File: src/hw/rtl/frame_free_list_allocator_assert.svh
// Assertion macros shared by the allocator modules.
`ifndef FRAME_FREE_LIST_ALLOCATOR_ASSERT_SVH
`define FRAME_FREE_LIST_ALLOCATOR_ASSERT_SVH

`ifndef SYNTHESIS
// Property holds at every clock edge outside reset
`define FFLA_ASSERT(lbl, clk, rstn, prop) \
  lbl: assert property (@(posedge clk) disable iff (!rstn) (prop)) \
    else $error("ffla assertion failed");
// Condition never holds at a clock edge outside reset
`define FFLA_NEVER(lbl, clk, rstn, cond) \
  lbl: assert property (@(posedge clk) disable iff (!rstn) !(cond)) \
    else $error("ffla forbidden condition seen");
`else
`define FFLA_ASSERT(lbl, clk, rstn, prop)
`define FFLA_NEVER(lbl, clk, rstn, cond)
`endif

`endif

File: src/hw/rtl/ffla_pkg.sv
package ffla_pkg;

  // Field widths
  localparam int FRAME_W = 10;
  localparam int HIGH_W  = 11;
  localparam int ACT_W   = 2;
  localparam int IDX_W   = 2;
  // Wide enough for any frame count in the supported range
  localparam int FC_W    = 17;

  typedef enum logic [ACT_W-1:0] {
    ACT_ALLOC = 2'd0,
    ACT_FREE  = 2'd1,
    ACT_INIT  = 2'd2
  } ffla_action_e;

  typedef enum logic [IDX_W-1:0] {
    REG_LOW      = 2'd0,
    REG_HIGH     = 2'd1,
    REG_BOUNDARY = 2'd2
  } ffla_reg_e;

  typedef enum logic [1:0] {
    ST_IDLE,
    ST_ALLOC,
    ST_INIT
  } ffla_state_e;

  typedef struct packed {
    logic [ACT_W-1:0]   action;
    logic [FRAME_W-1:0] freed_frame;
  } ffla_in_t;

  typedef struct packed {
    logic [FRAME_W-1:0] given_frame;
    logic               granted;
  } ffla_out_t;

  // Controller to datapath
  typedef struct packed {
    logic alloc_rd;    // read link of head, alloc pending
    logic alloc_pop;   // pop head from read link
    logic free_push;   // push freed frame
    logic init_start;  // link low frame, start walk
    logic init_step;   // link one frame of the walk
    logic out_load;    // capture result
    logic out_grant;   // result is a granted alloc
  } ffla_cmd_t;

  // Datapath to controller
  typedef struct packed {
    logic grant_ok;    // head above boundary
    logic init_more;   // walk has frames left
  } ffla_sts_t;

endpackage

File: src/hw/rtl/ffla_ctrl.sv
`include "frame_free_list_allocator_assert.svh"

module ffla_ctrl import ffla_pkg::*; (
  input  logic             clk_i,
  input  logic             rst_ni,
  input  logic             in_valid_i,
  output logic             in_stall_o,
  input  logic [ACT_W-1:0] action_i,
  output logic             out_valid_o,
  input  logic             out_stall_i,
  input  ffla_sts_t        sts_i,
  output ffla_cmd_t        cmd_o
);

  ffla_state_e state_q, state_d;
  logic        out_valid_q, out_valid_d;
  logic        out_free;
  logic        accept;

  // Result slot is free when empty or draining this cycle
  assign out_free   = !out_valid_q || !out_stall_i;
  assign in_stall_o = !((state_q == ST_IDLE) && out_free);
  assign accept     = in_valid_i && !in_stall_o;

  // Next state
  always_comb begin
    state_d = state_q;
    case (state_q)
      ST_IDLE: begin
        if (accept) begin
          case (action_i)
            ACT_ALLOC: begin
              if (sts_i.grant_ok) begin
                state_d = ST_ALLOC;
              end
            end
            ACT_INIT: state_d = ST_INIT;
            default:  state_d = ST_IDLE;
          endcase
        end
      end
      ST_ALLOC: begin
        if (out_free) begin
          state_d = ST_IDLE;
        end
      end
      ST_INIT: begin
        if (!sts_i.init_more && out_free) begin
          state_d = ST_IDLE;
        end
      end
      default: state_d = ST_IDLE;
    endcase
  end

  // Commands to the datapath
  always_comb begin
    cmd_o = '0;
    case (state_q)
      ST_IDLE: begin
        if (accept) begin
          case (action_i)
            ACT_ALLOC: begin
              if (sts_i.grant_ok) begin
                cmd_o.alloc_rd = 1'b1;
              end else begin
                cmd_o.out_load = 1'b1;
              end
            end
            ACT_FREE: begin
              cmd_o.free_push = 1'b1;
              cmd_o.out_load  = 1'b1;
            end
            ACT_INIT: cmd_o.init_start = 1'b1;
            default:  cmd_o.out_load   = 1'b1;
          endcase
        end
      end
      ST_ALLOC: begin
        if (out_free) begin
          cmd_o.alloc_pop = 1'b1;
          cmd_o.out_load  = 1'b1;
          cmd_o.out_grant = 1'b1;
        end
      end
      ST_INIT: begin
        if (sts_i.init_more) begin
          cmd_o.init_step = 1'b1;
        end else if (out_free) begin
          cmd_o.out_load = 1'b1;
        end
      end
      default: cmd_o = '0;
    endcase
  end

  // Output valid: set on load, drop when taken
  always_comb begin
    out_valid_d = out_valid_q && out_stall_i;
    if (cmd_o.out_load) begin
      out_valid_d = 1'b1;
    end
  end

  always_ff @(posedge clk_i or negedge rst_ni) begin
    if (!rst_ni) begin
      state_q     <= ST_IDLE;
      out_valid_q <= 1'b0;
    end else begin
      state_q     <= state_d;
      out_valid_q <= out_valid_d;
    end
  end

  assign out_valid_o = out_valid_q;

  `FFLA_ASSERT(a_rd_enters_alloc, clk_i, rst_ni, cmd_o.alloc_rd |=> state_q == ST_ALLOC)
  `FFLA_NEVER(a_no_result_overwrite, clk_i, rst_ni, cmd_o.out_load && out_valid_q && out_stall_i)
  `FFLA_ASSERT(a_one_list_cmd, clk_i, rst_ni, $onehot0({cmd_o.alloc_rd, cmd_o.alloc_pop, cmd_o.free_push, cmd_o.init_start, cmd_o.init_step}))

endmodule

File: config.mk
export PLATFORM = sky130hd
export DESIGN_NAME = ffla_ctrl
export DESIGN_NICKNAME = d
export VERILOG_FILES = /design/src/hw/rtl/ffla_pkg.sv /design/src/hw/rtl/ffla_ctrl.sv
export VERILOG_INCLUDE_DIRS = /design/src /design/src/hw/rtl
export SDC_FILE = /design/constraint.sdc
export NUM_CORES = 1
export LEC_CHECK = 0
export BUFFER_PORTS_ARGS = -buffer_cell sky130_fd_sc_hd__buf_2
export CAP_MARGIN = 20
export CORE_AREA = 8 8 45 47
export DETAILED_ROUTE_END_ITERATION = 6
export DIE_AREA = 0 0 53 55
export PLACE_DENSITY = 0.44
export SYNTH_ARGS = -nofsm -noshare
export SYNTH_HDL_FRONTEND = slang
export SYNTH_SLANG_ARGS = --single-unit
File: constraint.sdc
create_clock -name clk_i -period 1.8 [get_ports clk_i]
set_clock_uncertainty 0.1 [all_clocks]
set_input_delay 0.09 -clock clk_i [delete_from_list [all_inputs] [get_ports clk_i]]
set_output_delay 0.09 -clock clk_i [all_outputs]
set_load 0.1 [all_outputs]
==> out/qor.txt <==
===============================================================================
Prevailing post-synth register cell                                     dfrtp_1
Final non-filler cell total                                                  65
Clock tree sinks                                                              3
Achievable clock frequency                                              574 MHz
Routability congestion estimate from global placement                     0.753
#FFs+latches synth                                                            3
Total of endpoints with negative setup slack in the final report              0
Most instantiated cells after synthesis                            4 x nor2_1, 3 x dfrtp_1, 3 x inv_1
EDFF count, synth                                                             0
Tot Pwr                                                                0.512 mW
TritonCTS clock tree                                                      built
Ratio of final minimum period to clock period                             96.8%
Yosys Warn Count                                                              0
Cell area after synthesis                                               229 um2
Most repeated cell in the gate-level netlist after synthesis             nor2_1
Number of placed instances, taps included                                    59
Count of input and output buffers                                            16
Clock latency reported for the late side of the worst-skew pair         0.23 ns
Total gr overflow                                                             0
Critical Setup Path Class                                            reg -> out
Number of unique standard cell types used by synthesis                       18
Share of the synthesized area in the top cell type                        32.8%
Utilization of the core after routing                                     34.8%
Final-report hold violation count                                             0
Ordered list of cells on the worst path                            a211oi_4 > nand2_2 > nor3b_4 > buf_12
Synth Net Count                                                              36
DRC marker count from the first detailed-route iteration                      6
Worst ir drop on vdd                                                 0.000426 V
Post-DP Area                                                            430 um2
Worst min path class                                                  in -> reg
Data arrival time at the worst-slack endpoint                           1.55 ns
CTS clk-pin slew, worst paths                                           0.04 ns
Pin count of the biggest net entering global routing                          6
DIE AREA                                                            0.00292 mm2
Post-route cell area                                                    482 um2
Depth of the CTS H-tree                                                       1
Number of nets with antenna violations after detailed routing                 0
Area growth syn-to-layout                                                  110%
Fraction of final layout cells sized beyond drive strength 1              61.2%
TritonRoute pass-1 iters                                                      2
Crit-path slowest cell                                                  dfrtp_4
Worst slew margin relative to its limit                                   67.6%
Vias after detailed routing                                                 259
Initial antenna violation count                                               0
Number of global-route vias before repair                                   282
Area of the core                                                    0.00138 mm2
Unrepaired setup endpoints after global routing                             yes
Cell leakage power                                                     0.223 nW
Diode insertion count for antenna repair                                      0
Number of instances in the synthesized netlist                               28
Worst EP required                                                       1.61 ns
Initial core utilization                                                  16.5%
Maximum root-to-sink buffer count                                             2
Count of boundary I/O pins                                                   17
Post-synth ARST share                                                      100%
Number of placement rows                                                     14
Transition time of the tightest slew-check pin                         0.489 ns
Estimated wirelength of the detail-placed design                         598 um
Via density                                                                3.98
Wire length reported by the detailed router                              713 um
Max Slew Vio Count                                                            0
Maximum net fanout on the critical path                                       5
Kind of start point of the critical path                               register
Biggest area contributors in the synthesized netlist               dfrtp_1 33%, o32ai_2 7.1%, nor2_1 6.6%
Kind of capture point of the worst setup path                      primary output
Share of the yosys chip area belonging to registers                       32.8%
Shortest period the worst path allows                                   1.74 ns
Overall track demand over capacity in global routing                      5.86%
Inserted Clock Buffers                                                        3
Post-Synthesis Mean Instance Area                                      8.18 um2
Total of max-cap violations                                                   0
Crit-path max cell delay                                                0.50 ns
Wire length of the first global-routing pass                            1240 um
Y dimension of the die                                                    55 um
Floorplan die width                                                       53 um
Root buffer cell                                                       clkbuf_4
Layout filler cell count                                                    150
Pwr/cell area                                                       1060 mW/mm2
Smallest hold slack                                                   0.0479 ns
Dominant cell type by area after synthesis                              dfrtp_1
Number of design rule violations left after detail routing                    0
Net count of the finished layout                                             58
Outcome                                                            finished, final reports clean
Routed wire length per instance                                         11.0 um
===============================================================================
[state kept, by name, summed over array words and instances (netlist names)]
| name | flops |
|---|---|
| state_q | 2 |
| out_valid_o | 1 |
[through the flow]
step / TNS, ns / setup WS [ns]
floorplan: -0.742 / -0.286
global placement: 0 / 0.245
detailed placement: 0 / 0.250
CTS: 0 / 0.0174
global route: -0.0428 / -0.0428
finish: 0 / 0.0574
[repair_timing]
item	CTS	global route
buffers inserted	1	0
pin swaps	1	1
hold buffers	1	0
gates resized for setup	0	1
setup endpoints to repair	1	2
hold endpoints to repair	3	0
[cell type report]
| class | instances | area, um2 | share of cell area [%] |
|---|---|---|---|
| multi-input combinational | 21 | 188 | 39.0 |
| sequential | 3 | 78.8 | 16.4 |
| clock buffer | 4 | 26.3 | 5.45 |
| tap | 16 | 20.0 | 4.16 |
| timing repair buffer | 18 | 158 | 32.7 |
| inverter | 3 | 11.3 | 2.34 |
[routing by layer]
layer | up-vias | share of wire (%) | GRT usage (%)
met5 | - | 0 | 0
met4 | 0 | 0 | 5.17
met3 | 0 | 8.8 | 2.14
met2 | 7 | 51 | 8.40
met1 | 115 | 40 | 6.72
li1 | 137 | - | -
[worst max-delay path, delay by kind of cell, from the launching register on]
family                 cells  cell delay, ns
buffers and inverters      1            0.20
flip-flops                 1            0.50
AND/OR/NAND/NOR            2            0.39
AO/OA/AOI/OAI              1            0.23
[worst paths after layout]
path                          endpoint  slack [ns]        start  cells past startpoint
min in group asynchronous   state_q[1]        0.08       rst_ni                      2
min                         state_q[1]        0.05     sts_i[0]                      3
max                           cmd_o[4]        0.06  out_valid_o                      4
max in group asynchronous  out_valid_o        1.40       rst_ni                      2
min reg2reg                out_valid_o        0.57  out_valid_o                      2
max reg2reg                 state_q[1]        0.37  out_valid_o                      4
[power breakdown]
group          total (mW)  switching (mW)  internal [mW]
registers          0.0974          0.0169         0.0805
logic               0.299           0.216         0.0824
clock network       0.116          0.0332         0.0830
[cells by family (layout without fill, tap and decap cells)]
kind of cell	Yosys count	count (layout)	synth area share, %
and+or+nand+nor	13	13	30.6
DFF	3	3	32.8
buffers and inverters	4	25	8.20
AOI/OAI and AO/OA	8	8	28.4
[cells in the final DEF, fill, tap and decap left out]
cell type | netlist | layout
dfrtp_4 | 0 | 1
nand3_1 | 1 | 1
nor3_4 | 0 | 1
o22ai_1 | 1 | 1
nand2_1 | 2 | 2
dfrtp_1 | 3 | 2
nand2b_1 | 2 | 2
buf_12 | 0 | 4
a211oi_4 | 0 | 1
clkbuf_1 | 0 | 1
dlygate4sd3_1 | 0 | 1
a21oi_1 | 2 | 1
nor2b_1 | 1 | 1
buf_2 | 0 | 12
o21a_1 | 1 | 1
buf_4 | 1 | 1
nor2_1 | 4 | 2
nor3b_4 | 0 | 1
o21ai_0 | 1 | 1
nor2_2 | 0 | 2
inv_1 | 3 | 3
clkbuf_4 | 0 | 3
a21oi_4 | 0 | 1
nand2_2 | 1 | 1
o32ai_2 | 1 | 1
a21boi_4 | 0 | 1
No activity file was read; power rests on OpenSTA's default activity.
